[src/design/pp3_pkg.sv]
// pp3_pkg: shared types and constants for the 3d polygon perimeter block
// no dependencies; used by polygon_perimeter_3d and the testbench top

package pp3_pkg;

   // width of the perimeter result field
   localparam int PERIM_WIDTH = 40;

   // sequencer states of the top level
   typedef enum logic [2:0] {
      ST_IDLE,
      ST_LOAD,
      ST_SQUARE,
      ST_ROOT,
      ST_ACCUM,
      ST_EMIT
   } seq_state_type;

endpackage

[src/design/pp3_sqsum.sv]
// pp3_sqsum: absolute coordinate differences and bit-serial sum of squares
// shift-and-add over one multiplier bit per cycle; no package dependencies

module pp3_sqsum #(
   parameter int COORD_WIDTH = 24
) (
   input  logic                           clock,
   input  logic                           reset,
   input  logic                           start,
   input  logic signed [COORD_WIDTH-1:0]  a_x,
   input  logic signed [COORD_WIDTH-1:0]  a_y,
   input  logic signed [COORD_WIDTH-1:0]  a_z,
   input  logic signed [COORD_WIDTH-1:0]  b_x,
   input  logic signed [COORD_WIDTH-1:0]  b_y,
   input  logic signed [COORD_WIDTH-1:0]  b_z,
   output logic [2*COORD_WIDTH+3:0]       radicand,
   output logic                           done
);

   localparam int DW = COORD_WIDTH + 1;       // magnitude width of a difference
   localparam int AW = 2 * COORD_WIDTH + 4;   // sum of three squares
   localparam int CNTW = $clog2(DW);

   logic [DW-1:0]   dx_ff, dy_ff, dz_ff;
   logic [DW-1:0]   dx_in, dy_in, dz_in;
   logic [DW-1:0]   mx_ff, my_ff, mz_ff;
   logic [DW-1:0]   mx_in, my_in, mz_in;
   logic [AW-1:0]   acc_ff, acc_in;
   logic [CNTW-1:0] cnt_ff, cnt_in;
   logic            busy_ff, busy_in;
   logic            done_ff, done_in;

   logic signed [DW-1:0] diff_x, diff_y, diff_z;
   logic [DW-1:0]        mag_x, mag_y, mag_z;
   logic [DW-1:0]        add_x, add_y, add_z;
   logic [DW+2:0]        part;

   // magnitudes of the coordinate differences
   always_comb begin
      diff_x = DW'(a_x) - DW'(b_x);
      diff_y = DW'(a_y) - DW'(b_y);
      diff_z = DW'(a_z) - DW'(b_z);
      mag_x  = diff_x[DW-1] ? DW'(-diff_x) : DW'(diff_x);
      mag_y  = diff_y[DW-1] ? DW'(-diff_y) : DW'(diff_y);
      mag_z  = diff_z[DW-1] ? DW'(-diff_z) : DW'(diff_z);
   end

   // one multiplier bit of each square per cycle, lsb first
   always_comb begin
      add_x = mx_ff[0] ? dx_ff : '0;
      add_y = my_ff[0] ? dy_ff : '0;
      add_z = mz_ff[0] ? dz_ff : '0;
      part  = {1'b0, acc_ff[AW-1:DW]} + {3'b000, add_x} + {3'b000, add_y}
            + {3'b000, add_z};
   end

   // next state of the serial multiplier
   always_comb begin
      dx_in   = dx_ff;
      dy_in   = dy_ff;
      dz_in   = dz_ff;
      mx_in   = mx_ff;
      my_in   = my_ff;
      mz_in   = mz_ff;
      acc_in  = acc_ff;
      cnt_in  = cnt_ff;
      busy_in = busy_ff;
      done_in = 1'b0;
      if (start) begin
         dx_in   = mag_x;
         dy_in   = mag_y;
         dz_in   = mag_z;
         mx_in   = mag_x;
         my_in   = mag_y;
         mz_in   = mag_z;
         acc_in  = '0;
         cnt_in  = CNTW'(DW - 1);
         busy_in = 1'b1;
      end else if (busy_ff) begin
         acc_in = {part, acc_ff[DW-1:1]};
         mx_in  = mx_ff >> 1;
         my_in  = my_ff >> 1;
         mz_in  = mz_ff >> 1;
         if (cnt_ff == '0) begin
            busy_in = 1'b0;
            done_in = 1'b1;
         end else begin
            cnt_in = cnt_ff - 1'b1;
         end
      end
   end

   always_ff @(posedge clock) begin
      if (reset) begin
         busy_ff <= 1'b0;
         done_ff <= 1'b0;
      end else begin
         busy_ff <= busy_in;
         done_ff <= done_in;
      end
      dx_ff  <= dx_in;
      dy_ff  <= dy_in;
      dz_ff  <= dz_in;
      mx_ff  <= mx_in;
      my_ff  <= my_in;
      mz_ff  <= mz_in;
      acc_ff <= acc_in;
      cnt_ff <= cnt_in;
   end

   assign radicand = acc_ff;
   assign done     = done_ff;

endmodule

[src/design/pp3_isqrt.sv]
// pp3_isqrt: digit-serial integer square root, rounded down
// two radicand bits enter per cycle, one root bit leaves; no package dependencies

module pp3_isqrt #(
   parameter int IN_WIDTH = 52
) (
   input  logic                    clock,
   input  logic                    reset,
   input  logic                    start,
   input  logic [IN_WIDTH-1:0]     radicand,
   output logic [IN_WIDTH/2-1:0]   root,
   output logic                    done
);

   localparam int RW = IN_WIDTH / 2;
   localparam int CNTW = $clog2(RW);

   logic [IN_WIDTH-1:0] rad_ff, rad_in;
   logic [RW:0]         rem_ff, rem_in;
   logic [RW-1:0]       root_ff, root_in;
   logic [CNTW-1:0]     cnt_ff, cnt_in;
   logic                busy_ff, busy_in;
   logic                done_ff, done_in;

   logic [RW+2:0] rem_shift;
   logic [RW+2:0] trial;
   logic [RW+2:0] rem_sub;

   // trial subtraction for the next root bit
   always_comb begin
      rem_shift = {rem_ff, rad_ff[IN_WIDTH-1:IN_WIDTH-2]};
      trial     = {1'b0, root_ff, 2'b01};
      rem_sub   = rem_shift - trial;
   end

   // next state of the root iteration
   always_comb begin
      rad_in  = rad_ff;
      rem_in  = rem_ff;
      root_in = root_ff;
      cnt_in  = cnt_ff;
      busy_in = busy_ff;
      done_in = 1'b0;
      if (start) begin
         rad_in  = radicand;
         rem_in  = '0;
         root_in = '0;
         cnt_in  = CNTW'(RW - 1);
         busy_in = 1'b1;
      end else if (busy_ff) begin
         rad_in = {rad_ff[IN_WIDTH-3:0], 2'b00};
         if (rem_shift >= trial) begin
            rem_in  = rem_sub[RW:0];
            root_in = {root_ff[RW-2:0], 1'b1};
         end else begin
            rem_in  = rem_shift[RW:0];
            root_in = {root_ff[RW-2:0], 1'b0};
         end
         if (cnt_ff == '0) begin
            busy_in = 1'b0;
            done_in = 1'b1;
         end else begin
            cnt_in = cnt_ff - 1'b1;
         end
      end
   end

   always_ff @(posedge clock) begin
      if (reset) begin
         busy_ff <= 1'b0;
         done_ff <= 1'b0;
      end else begin
         busy_ff <= busy_in;
         done_ff <= done_in;
      end
      rad_ff  <= rad_in;
      rem_ff  <= rem_in;
      root_ff <= root_in;
      cnt_ff  <= cnt_in;
   end

   assign root = root_ff;
   assign done = done_ff;

endmodule

[src/design/polygon_perimeter_3d.sv]
// polygon_perimeter_3d: perimeter of a closed 3d polygon from a vertex stream
// edge steps: each edge runs a load step, the bit-serial squaring unit, the root unit
//   and an add step, in that order
// vertex flow: no vertex is taken while an edge is in work; a final vertex runs its edge, then the closing edge
//   (only that if it opens the polygon), then loads the result register; a non-final opening vertex starts no edge
// reset: synchronous, active high; clears the sequencer, the polygon and the result beat

module polygon_perimeter_3d #(
   parameter int COORD_WIDTH = 24,
   parameter int SUM_WIDTH = 40,
   localparam int REQ_WIDTH = ((3 * COORD_WIDTH + 7) / 8) * 8
) (
   input  logic                              clock,
   input  logic                              reset,
   input  logic                              req_tvalid,
   output logic                              req_tready,
   input  logic [REQ_WIDTH-1:0]              req_tdata,  // coord_x, coord_y, coord_z, zero pad
   input  logic                              req_tlast,  // last_vertex
   output logic                              rsp_tvalid,
   input  logic                              rsp_tready,
   output logic [pp3_pkg::PERIM_WIDTH-1:0]   rsp_tdata,  // perimeter
   output logic [0:0]                        rsp_tuser   // overflow
);

   localparam int AW = 2 * COORD_WIDTH + 4;
   localparam int RW = AW / 2;
   localparam int EW = ((SUM_WIDTH > RW) ? SUM_WIDTH : RW) + 1;
   localparam int PW = pp3_pkg::PERIM_WIDTH;

   pp3_pkg::seq_state_type state_ff, state_in;

   logic signed [COORD_WIDTH-1:0] first_x_ff, first_y_ff, first_z_ff;
   logic signed [COORD_WIDTH-1:0] first_x_in, first_y_in, first_z_in;
   logic signed [COORD_WIDTH-1:0] prev_x_ff, prev_y_ff, prev_z_ff;
   logic signed [COORD_WIDTH-1:0] prev_x_in, prev_y_in, prev_z_in;
   logic signed [COORD_WIDTH-1:0] cur_x_ff, cur_y_ff, cur_z_ff;
   logic signed [COORD_WIDTH-1:0] cur_x_in, cur_y_in, cur_z_in;
   logic [SUM_WIDTH-1:0]          sum_ff, sum_in;
   logic                          sat_ff, sat_in;
   logic                          have_first_ff, have_first_in;
   logic                          last_ff, last_in;
   logic                          closing_ff, closing_in;
   logic                          rsp_valid_ff, rsp_valid_in;
   logic [PW-1:0]                 perim_ff, perim_in;
   logic                          ovf_ff, ovf_in;

   logic signed [COORD_WIDTH-1:0] in_x, in_y, in_z;
   logic signed [COORD_WIDTH-1:0] b_x, b_y, b_z;
   logic                          accept;
   logic                          sq_start, sq_done;
   logic                          rt_start, rt_done;
   logic                          do_load, do_accum, fire;
   logic [AW-1:0]                 radicand;
   logic [RW-1:0]                 root;
   logic [EW-1:0]                 sum_ext;
   logic [PW+SUM_WIDTH-1:0]       sum_wide;

   // vertex fields from the input beat
   assign in_x   = $signed(req_tdata[COORD_WIDTH-1:0]);
   assign in_y   = $signed(req_tdata[2*COORD_WIDTH-1:COORD_WIDTH]);
   assign in_z   = $signed(req_tdata[3*COORD_WIDTH-1:2*COORD_WIDTH]);
   assign accept = req_tvalid & req_tready;

   // far end of the current edge: previous vertex or, for the closing edge, the first
   assign b_x = closing_ff ? first_x_ff : prev_x_ff;
   assign b_y = closing_ff ? first_y_ff : prev_y_ff;
   assign b_z = closing_ff ? first_z_ff : prev_z_ff;

   pp3_sqsum #(
      .COORD_WIDTH (COORD_WIDTH)
   ) u_sqsum (
      .clock    (clock),
      .reset    (reset),
      .start    (sq_start),
      .a_x      (cur_x_ff),
      .a_y      (cur_y_ff),
      .a_z      (cur_z_ff),
      .b_x      (b_x),
      .b_y      (b_y),
      .b_z      (b_z),
      .radicand (radicand),
      .done     (sq_done)
   );

   pp3_isqrt #(
      .IN_WIDTH (AW)
   ) u_isqrt (
      .clock    (clock),
      .reset    (reset),
      .start    (rt_start),
      .radicand (radicand),
      .root     (root),
      .done     (rt_done)
   );

   // sequencer next state
   always_comb begin
      state_in = state_ff;
      case (state_ff)
         pp3_pkg::ST_IDLE: begin
            if (accept && (have_first_ff || req_tlast)) state_in = pp3_pkg::ST_LOAD;
         end
         pp3_pkg::ST_LOAD: begin
            state_in = pp3_pkg::ST_SQUARE;
         end
         pp3_pkg::ST_SQUARE: begin
            if (sq_done) state_in = pp3_pkg::ST_ROOT;
         end
         pp3_pkg::ST_ROOT: begin
            if (rt_done) state_in = pp3_pkg::ST_ACCUM;
         end
         pp3_pkg::ST_ACCUM: begin
            if (closing_ff) state_in = pp3_pkg::ST_EMIT;
            else if (last_ff) state_in = pp3_pkg::ST_LOAD;
            else state_in = pp3_pkg::ST_IDLE;
         end
         pp3_pkg::ST_EMIT: begin
            if (!rsp_valid_ff || rsp_tready) state_in = pp3_pkg::ST_IDLE;
         end
         default: begin
            state_in = pp3_pkg::ST_IDLE;
         end
      endcase
   end

   // sequencer outputs
   always_comb begin
      req_tready = 1'b0;
      do_load    = 1'b0;
      sq_start   = 1'b0;
      rt_start   = 1'b0;
      do_accum   = 1'b0;
      fire       = 1'b0;
      case (state_ff)
         pp3_pkg::ST_IDLE: begin
            req_tready = 1'b1;
         end
         pp3_pkg::ST_LOAD: begin
            do_load  = 1'b1;
            sq_start = 1'b1;
         end
         pp3_pkg::ST_SQUARE: begin
            rt_start = sq_done;
         end
         pp3_pkg::ST_ROOT: begin
         end
         pp3_pkg::ST_ACCUM: begin
            do_accum = 1'b1;
         end
         pp3_pkg::ST_EMIT: begin
            fire = !rsp_valid_ff || rsp_tready;
         end
         default: begin
         end
      endcase
   end

   // saturating add of an edge length
   assign sum_ext  = EW'(sum_ff) + EW'(root);
   assign sum_wide = {{PW{1'b0}}, sum_ff};

   // polygon state and result beat
   always_comb begin
      first_x_in    = first_x_ff;
      first_y_in    = first_y_ff;
      first_z_in    = first_z_ff;
      prev_x_in     = prev_x_ff;
      prev_y_in     = prev_y_ff;
      prev_z_in     = prev_z_ff;
      cur_x_in      = cur_x_ff;
      cur_y_in      = cur_y_ff;
      cur_z_in      = cur_z_ff;
      sum_in        = sum_ff;
      sat_in        = sat_ff;
      have_first_in = have_first_ff;
      last_in       = last_ff;
      closing_in    = closing_ff;
      perim_in      = perim_ff;
      ovf_in        = ovf_ff;
      rsp_valid_in  = rsp_valid_ff & ~rsp_tready;

      if (accept) begin
         cur_x_in   = in_x;
         cur_y_in   = in_y;
         cur_z_in   = in_z;
         last_in    = req_tlast;
         closing_in = !have_first_ff;
         if (!have_first_ff) begin
            first_x_in    = in_x;
            first_y_in    = in_y;
            first_z_in    = in_z;
            prev_x_in     = in_x;
            prev_y_in     = in_y;
            prev_z_in     = in_z;
            sum_in        = '0;
            sat_in        = 1'b0;
            have_first_in = 1'b1;
         end
      end

      if (do_load) begin
         prev_x_in = cur_x_ff;
         prev_y_in = cur_y_ff;
         prev_z_in = cur_z_ff;
      end

      if (do_accum) begin
         if (sum_ext > EW'({SUM_WIDTH{1'b1}})) begin
            sum_in = '1;
            sat_in = 1'b1;
         end else begin
            sum_in = sum_ext[SUM_WIDTH-1:0];
         end
         if (!closing_ff && last_ff) closing_in = 1'b1;
      end

      if (fire) begin
         perim_in      = sum_wide[PW-1:0];
         ovf_in        = sat_ff;
         rsp_valid_in  = 1'b1;
         sum_in        = '0;
         sat_in        = 1'b0;
         have_first_in = 1'b0;
      end
   end

   always_ff @(posedge clock) begin
      if (reset) begin
         state_ff      <= pp3_pkg::ST_IDLE;
         have_first_ff <= 1'b0;
         sum_ff        <= '0;
         sat_ff        <= 1'b0;
         last_ff       <= 1'b0;
         closing_ff    <= 1'b0;
         rsp_valid_ff  <= 1'b0;
      end else begin
         state_ff      <= state_in;
         have_first_ff <= have_first_in;
         sum_ff        <= sum_in;
         sat_ff        <= sat_in;
         last_ff       <= last_in;
         closing_ff    <= closing_in;
         rsp_valid_ff  <= rsp_valid_in;
      end
      first_x_ff <= first_x_in;
      first_y_ff <= first_y_in;
      first_z_ff <= first_z_in;
      prev_x_ff  <= prev_x_in;
      prev_y_ff  <= prev_y_in;
      prev_z_ff  <= prev_z_in;
      cur_x_ff   <= cur_x_in;
      cur_y_ff   <= cur_y_in;
      cur_z_ff   <= cur_z_in;
      perim_ff   <= perim_in;
      ovf_ff     <= ovf_in;
   end

   assign rsp_tvalid   = rsp_valid_ff;
   assign rsp_tdata    = perim_ff;
   assign rsp_tuser[0] = ovf_ff;

endmodule

[config.mk]
export PLATFORM = sky130hd
export DESIGN_NAME = polygon_perimeter_3d
export DESIGN_NICKNAME = d
export VERILOG_FILES = /design/src/design/pp3_pkg.sv /design/src/design/pp3_sqsum.sv /design/src/design/pp3_isqrt.sv /design/src/design/polygon_perimeter_3d.sv
export SDC_FILE = /design/constraint.sdc
export NUM_CORES = 1
export LEC_CHECK = 0
export ABC_AREA = 1
export BUFFER_PORTS_ARGS = -buffer_cell sky130_fd_sc_hd__buf_2
export CORE_MARGIN = 3
export CORE_UTILIZATION = 63
export CTS_BUF_LIST = sky130_fd_sc_hd__clkbuf_16
export DETAILED_ROUTE_END_ITERATION = 8
export PLACE_DENSITY = 0.87
export SLEW_MARGIN = 20
export SYNTH_ARGS = -nofsm -noshare
export SYNTH_HDL_FRONTEND = slang
export SYNTH_SLANG_ARGS = --single-unit
[constraint.sdc]
create_clock -name clock -period 10.5 [get_ports clock]
set_input_delay 3.15 -clock clock [delete_from_list [all_inputs] [get_ports clock]]
set_output_delay 3.15 -clock clock [all_outputs]
set_load 0.1 [all_outputs]
# After elaboration in Yosys (flattened, before gate mapping)
# Index checks and enable logic that the tools add are counted.
# op_classes
add_sub_neg	13
n_mul	0
div	0
order_cmp	2
n_eq_ne	11
n_shift	0
mux	60
bitwise	8
reduce_logical	23
# op_table
op	count
$mux W25	12
$mux W24	12
$mux W40	4
$mux W52	2
$neg A25 Y25	3
$sub A24 B24 Y25	3
$add A28 B25 Y28	2
$add A40 B26 Y41	1
$gt A41 B40 Y1 const B	1
$ge A29 B28 Y1	1
$add A27 B25 Y28	1
$mux W27	1
$sub A27 B27 Y27	1
$mux W1	23
$pmux W3 S6	1
$mux W3	5
$logic_not A5 Y1	2
$reduce_and A2 Y1	5
$sub A5 B1 Y5 const B	2
$ne A2 B1 Y1 const B	4
$reduce_bool A2 Y1	4
$eq A3 B2 Y1 const B	2
$eq A3 B3 Y1 const B	2
$not A1 Y1	6
10 further kinds	17
# totals
register_bits	626
latchBits	0
mem_bits_rw	0
mem_bits_ro	0
output_inout_bits	43
wordCells	151
n_memories	0

# Longest topological paths before layout
# Gate-level depths: netlist of the first run.
# depth
ltp_word	6
depth_mapped	27

# Hierarchy
# A second synthesis of the first run with hierarchy kept.
# unflattened
hier_cells	4917
hier_area_um2	38069.0
# modules_own_cells
mod	n_inst	cells_each	area_each_um2	seq_area_each_um2
pp3_sqsum	1	2499	17610.6	5685.5
polygon_perimeter_3d	1	1486	13830.8	8678.3
pp3_isqrt	1	932	6627.6	2762.6

# Worst setup path after synthesis of the first run
# OpenSTA, ideal clock, no wires.
# synth_timing
path_kind	input port to flip-flop
start	input port req_tvalid
end	register prev_x_ff[0], enable pin
arrival_time_ns	8.409
t_required_ns	10.068
path_slack_ns	1.659
path_stages	4
path_cell_list	nand2_1 nor2_1 inv_1 nand2_1
# synth_via
elab_chain_len	3
# synth_rtl
item	line_no	source
from (decl)	polygon_perimeter_3d.sv:15	input logic req_tvalid,
$and A1 B1 Y1	polygon_perimeter_3d.sv:62	assign accept = req_tvalid & req_tready;
$reduce_bool A2 Y1 (no source line)	n/a	
$reduce_and A2 Y1 (no source line)	n/a	
to (signal assigned)	polygon_perimeter_3d.sv:248	prev_x_ff <= prev_x_in;
to (decl)	polygon_perimeter_3d.sv:34	logic signed [COORD_WIDTH-1:0] prev_x_ff, prev_y_ff, prev_z_ff;
# Every way passes these cells.
# A chain may end at the register's enable or synchronous reset.

# Worst setup path in the final report of the first run
# layout_timing
start	input port rsp_tready
end	register sum_ff[6]
# layout_via
elab_chain_len	3
# layout_rtl
item	line_no	source
from (decl)	polygon_perimeter_3d.sv:20	input logic rsp_tready,
$logic_or A1 B1 Y1	polygon_perimeter_3d.sv:151	fire = !rsp_valid_ff || rsp_tready;
$mux W1	polygon_perimeter_3d.sv:134	case (state_ff)
named net fire	polygon_perimeter_3d.sv:52	logic do_load, do_accum, fire;
$reduce_or A2 Y1 (no source line)	n/a	
to (signal assigned)	polygon_perimeter_3d.sv:239	sum_ff <= sum_in;
to (decl)	polygon_perimeter_3d.sv:38	logic [SUM_WIDTH-1:0] sum_ff, sum_in;
# The timed path passes the listed nets, and every way through them passes these cells.

==> results of run 1 <==
-- layer usage --
metal	vias to the layer above	wire length, um
met4	0	2778
met2	1127	40750
met1	13460	35940
li1	14110	-
met5	-	0
met3	190	5418
-- final timing paths --
check / start / slack, ns / endpoint / cells past startpoint
setup reg to reg: closing_ff / 5.58 / u_sqsum.mz_ff[1] / 18
hold reg to reg: sat_ff / 0.44 / rsp_tuser / 0
hold / removal: sat_ff / 0.44 / rsp_tuser / 0
setup / recovery: rsp_tready / 4.99 / sum_ff[6] / 9
-- logic make-up after synthesis --
group	synth area share [%]
flip-flops	47.83
adder cells (fa/ha/maj)	8.576
AO/OA/AOI/OAI	9.355
XOR/XNOR	2.963
multiplexers	1.929
AND/OR/NAND/NOR	22.58
buffers and inverters	6.762
-- cells in the mapped netlist (4+ instances only) --
| cell | n |
|---|---|
| nand2_1 | 1317 |
| inv_1 | 503 |
| edfxtp_1 | 459 |
| nor2_1 | 234 |
| a21oi_1 | 220 |
| o21ai_0 | 179 |
| nand3_1 | 173 |
| dfxtp_1 | 167 |
| ha_1 | 159 |
| clkbuf_1 | 76 |
| mux2i_1 | 69 |
| xor2_1 | 68 |
| nand4_1 | 56 |
| a22oi_1 | 54 |
| fa_1 | 54 |
| nor3_1 | 54 |
| xnor2_1 | 37 |
| o211ai_1 | 32 |
| a31oi_1 | 30 |
| nor2_2 | 25 |
| nand3b_1 | 24 |
| nand2_2 | 20 |
| inv_2 | 18 |
| o21ai_1 | 15 |
| buf_1 | 14 |
| buf_2 | 12 |
| and2_1 | 10 |
| o21bai_1 | 10 |
| nand3_2 | 7 |
| o21a_1 | 7 |
| a21o_1 | 6 |
| nor4_1 | 6 |
| o22ai_1 | 6 |
| a21oi_2 | 4 |
| nor2_4 | 4 |
| xor2_2 | 4 |
-- through the flow --
step / setup slack (ns) / hold WS, ns / util [%] / cells
5_1_grt: 4.718 / 0.4644 / 70.62 / 5078
3_3_place_gp: 4.983 / 0.4390 / 66.68 / 4957
2_1_floorplan: 1.659 / 0.4086 / - / 4179
4_1_cts: 5.285 / 0.4468 / 70.61 / 5077
3_5_place_dp: 4.876 / 0.4310 / 66.68 / 4957
6_report: 4.988 / 0.4415 / 70.62 / 5078
-- final cells by class --
type | count | share of cell area, %
sequential | 626 | 43.60
timing repair buffer | 138 | 1.911
tap | 748 | 2.382
clock inverter | 48 | 0.9682
inverter | 524 | 5.022
multi-input combinational | 2921 | 41.52
clock buffer | 72 | 4.586
antenna | 1 | 0.006370
-- worst max-delay path: cells and delay by family --
| family | cells | cell delay, ns |
|---|---|---|
| and+or+nand+nor | 3 | 0.74 |
| buffers and inverters | 5 | 1.59 |
| AOI/OAI and AO/OA | 1 | 0.50 |
-- registers in the layout, summed over array words and instances (netlist names), 26 cells and up --
signal            flops
u_isqrt.rad_ff       52
u_sqsum.radicand     52
rsp_tdata            40
sum_ff               40
u_isqrt.rem_ff       27
u_isqrt.root         26
-- layout by cell type, fill, tap and decap left out, types with 10 or more instances in the layout --
cell	count
nand2_1	1315
inv_1	511
edfxtp_1	459
nor2_1	229
a21oi_1	220
o21ai_0	179
nand3_1	172
dfxtp_1	166
ha_1	159
buf_2	119
clkbuf_16	72
mux2i_1	69
xor2_1	68
nand4_1	56
a22oi_1	54
fa_1	54
nor3_1	53
xnor2_1	37
o211ai_1	32
a31oi_1	30
nor2_2	27
nand3b_1	24
nand2_2	21
inv_2	19
buf_4	18
clkinv_1	15
o21ai_1	15
clkinv_2	10
o21bai_1	10
and2_1	10
==> metrics.yaml, run 1 <==
arrival_ns: 6.02
grt.busiest_layer: "met2"
cts_root_buf: "clkbuf_16"
finClkSkew_ns: 0.04095
grtUsageMet1_pct: 37.45
finalHoldViolations: 0
clk_latency_ns: 0.63
postCtsHoldBufs: 0
cts_max_level: 3
gp_congestion: 0.9905
multi_input_area_um2: 16310
drv_slew: 0
wl_per_cell_um: 16.72
placementRows: 86
synth_edf_count: 459
slowest_delay_ns: 1.04
synth_cells: 4179
drtIter0Drc: 2871
fin_crit_ns: 5.512
vias_per_cell: 5.688
maxSlewHeadroom_pct: 27.44
grt_pass1_wl_mm: 136.8
synth.distinct_cells: 62
clkSinkCount: 626
drt-total-wl_mm: 84.89
fillers: 4122
fmax_mhz: 181.4
final_area_um2: 39290
netlist.area_leader.share_pct: 38.50
ios: 120
yosys_warnings: 0
yosysSeqAreaShare_pct: 47.83
synth_fp_nets: 4469
max_slew.worst_pin.slew_ns: 1.088
syn_to_final_growth_pct: 9.725
placed_cell_area_um2: 37100
overflow: 0
ys_seq_elements: 626
antenna_found_initial: 1
clk_path_buf_depth: 3
dieArea_um2: 59730
synth_async_sr_flop_share_pct: 0
core_area_um2: 55630
cpMostUsedCell: "inv_1"
cap_violations: 0
ys_top_cells_by_area: "edfxtp_1 38%, nand2_1 14%, dfxtp_1 9.3%"
dr.pass1.iters: 8
cts_tree: "yes"
regArea_um2: 17130
grt_pass1_vias: 27440
grtUsageMet3_pct: 4.057
worstPathRequired_ns: 11.01
setup_violations: 0
crit_slowest_cell: "clkinv_1"
hold_path_class: "reg -> reg"
drive_gt1_share_pct: 8.016
crit_type: "in -> reg"
synthFlopType: "edfxtp_1"
end_kind: "flop"
fin_tns_setup_ns: 0
outcome: "complete, no violations"
grt.total_usage_pct: 28.04
cp_cell_sequence: "buf_2 > inv_1 > nand2_1 > inv_1 > nor2_4 > buf_4 > nor2_1 > clkinv_1 > a31oi_1"
nNetsFinal: 4568
grt_max_degree: 129
post_cts_buffers: 0
synth_top_area_cell: "edfxtp_1"
critPathMaxFanout: 42
final_antenna_net_count: 0
port_buffers: 119
start_kind: "input pin"
cts_resized: 0
start_util_pct: 64.36
cts_buffers: 67
avgSynthCellArea_um2: 8.568
drc: 0
die_w_um: 244.4
hpwl_mm: 60.16
rsz0062_at_grt: "no"
dieHeight_um: 244.4
clk_pin_slew_ns: 0.06
vias: 28880
fin_crit_sh_pct: 52.49
syn_area_um2: 35800
gr-usage-met2_pct: 46.90
Power of run 1 is left out: the tool's default activity adds up to more than one toggle a clock period on the data nets, which glitch-free logic cannot reach.
==> run 2, diff against run 1 <==
Settings changed: CORE_UTILIZATION 63 to 57, PLACE_DENSITY 0.87 to 0.83.
Clock period 10.5 ns to 4.7 ns, I/O delays scaled along.
==> metrics.yaml, run 2 (synthesis gave the netlist of run 1 again) <==
nNetsFinal: 4577
fin_tns_setup_ns: 0
postCtsHoldBufs: 0
end_kind: "flop"
cts_buffers: 67
worstPathRequired_ns: 5.19
clk_path_buf_depth: 3
fmax_mhz: 243.9
ios: 120
hold_path_class: "reg -> reg"
cts_max_level: 3
port_buffers: 119
finClkSkew_ns: 0.02678
grt_pass1_vias: 27330
post_cts_buffers: 0
fin_crit_sh_pct: 87.24
fin_crit_ns: 4.100
cts_tree: "yes"
worstHoldPathCells: 0
drtIter0Drc: 2620
dieArea_um2: 65860
grt_pass1_wl_mm: 137.9
arrival_ns: 4.59
max_slew.worst_pin.slew_ns: 1.074
maxSlewHeadroom_pct: 27.98
cts_resized: 0
setup_violations: 0
r2r_end: "u_sqsum.radicand[45]"
drt-total-wl_mm: 85.33
r2r-start: "u_sqsum.my_ff[0]"
grt.total_usage_pct: 25.51
drive_gt1_share_pct: 8.253
dr.pass1.iters: 6
outcome: "complete, no violations"
clk_latency_ns: 0.61
critPathMaxFanout: 12
min-delay-start: "sum_ff[39]"
wl_per_cell_um: 16.48
final_cell_mix: "1315 x nand2_1, 511 x inv_1, 459 x edfxtp_1"
r2r_slack_ns: 0.60
placementRows: 91
reg2reg_depth: 21
vias: 28580
drc: 0
rsz0062_at_grt: "no"
start_kind: "flop"
overflow: 0
cts_root_buf: "clkbuf_16"
antenna_found_initial: 1
gp_congestion: 0.9654
dieHeight_um: 256.6
final_antenna_net_count: 0
final_common_cell: "nand2_1"
cap_violations: 0
fin_cells: 5177
die_w_um: 256.6
syn_to_final_growth_pct: 10.08
crit_type: "reg -> reg"
drv_slew: 0
dp_cells: 5055
start_util_pct: 57.81
core_area_um2: 61940
finalHoldViolations: 0
fillers: 5106
clkSinkCount: 626
hpwl_mm: 61.01
vias_per_cell: 5.520
grt_max_degree: 206
clk_pin_slew_ns: 0.06
hold_end: "rsp_tdata[39]"
[run 2: cell count changes in the layout (fill, tap and decap cells not counted), sizes merged]
cell	before	now
diode	1	2
buf	138	147
clkbuf	72	67
clkinvlp	4	5
clkinv	29	33
[run 2: worst max path at each step]
stage / startpoint / endpoint / slack, ns / depth (start not counted)
after floorplan: state_ff[1] / prev_x_ff[0] / 0.19 / 8
after global placement: u_sqsum.my_ff[0] / u_sqsum.radicand[49] / 0.66 / 22
after detailed placement: u_sqsum.my_ff[0] / u_sqsum.radicand[49] / 0.63 / 22
after CTS: u_sqsum.my_ff[0] / u_sqsum.radicand[49] / 0.63 / 22
after global routing: u_sqsum.my_ff[0] / u_sqsum.radicand[45] / 0.20 / 21
final: u_sqsum.my_ff[0] / u_sqsum.radicand[45] / 0.60 / 21
[run 2: layout make-up]
cell class,instances,area (um2),area share (%)
Sequential cell,626,17130,43.46
Antenna cell,2,5.005,0.01270
Timing Repair Buffer,147,868.3,2.203
Multi-Input combinational cell,2921,16310,41.38
Clock buffer,67,1677,4.254
Inverter,524,1973,5.006
Clock inverter,53,402.9,1.022
Tap cell,837,1047,2.657
[run 2: metrics by stage]
| step | worst slack, ns | hold WS (ns) | area (um2) | utilization, % |
|---|---|---|---|---|
| final | 0.5996 | 0.4682 | 39410 | 63.63 |
| after global routing | 0.2022 | 0.4695 | 39410 | 63.62 |
| after CTS | 0.6278 | 0.4668 | 39410 | 63.62 |
| after detailed placement | 0.6314 | 0.4535 | 37330 | 60.27 |
| after global placement | 0.6633 | 0.4414 | 37330 | 60.27 |
| after floorplan | 0.1907 | 0.4086 | 35820 | - |
[run 2: layer usage]
metal | wire length [um] | GRT usage, % | up-vias
li1 | - | - | 14100
met2 | 40510 | 42.81 | 861
met1 | 37450 | 34.18 | 13450
met4 | 2966 | 9.480 | 0
met5 | 0 | 0 | -
met3 | 4405 | 3.062 | 174
[run 2: worst max-delay path, stage by stage, from the launching register on]
cell and delay, ns:
edfxtp_1 0.55, nand2_1 0.13, fa_1 0.52, inv_1 0.06
fa_1 0.51, ha_1 0.17, inv_1 0.06, fa_1 0.40
inv_1 0.14, nand3_1 0.08, nand2_1 0.12, inv_1 0.05
nor2_1 0.08, nor2_1 0.06, o21ai_0 0.27, a21oi_1 0.18
nor2_1 0.21, o21ai_0 0.11, inv_1 0.06, o21ai_0 0.06
o211ai_1 0.12, inv_1 0.05
Power of run 2 is left out for the same reason.
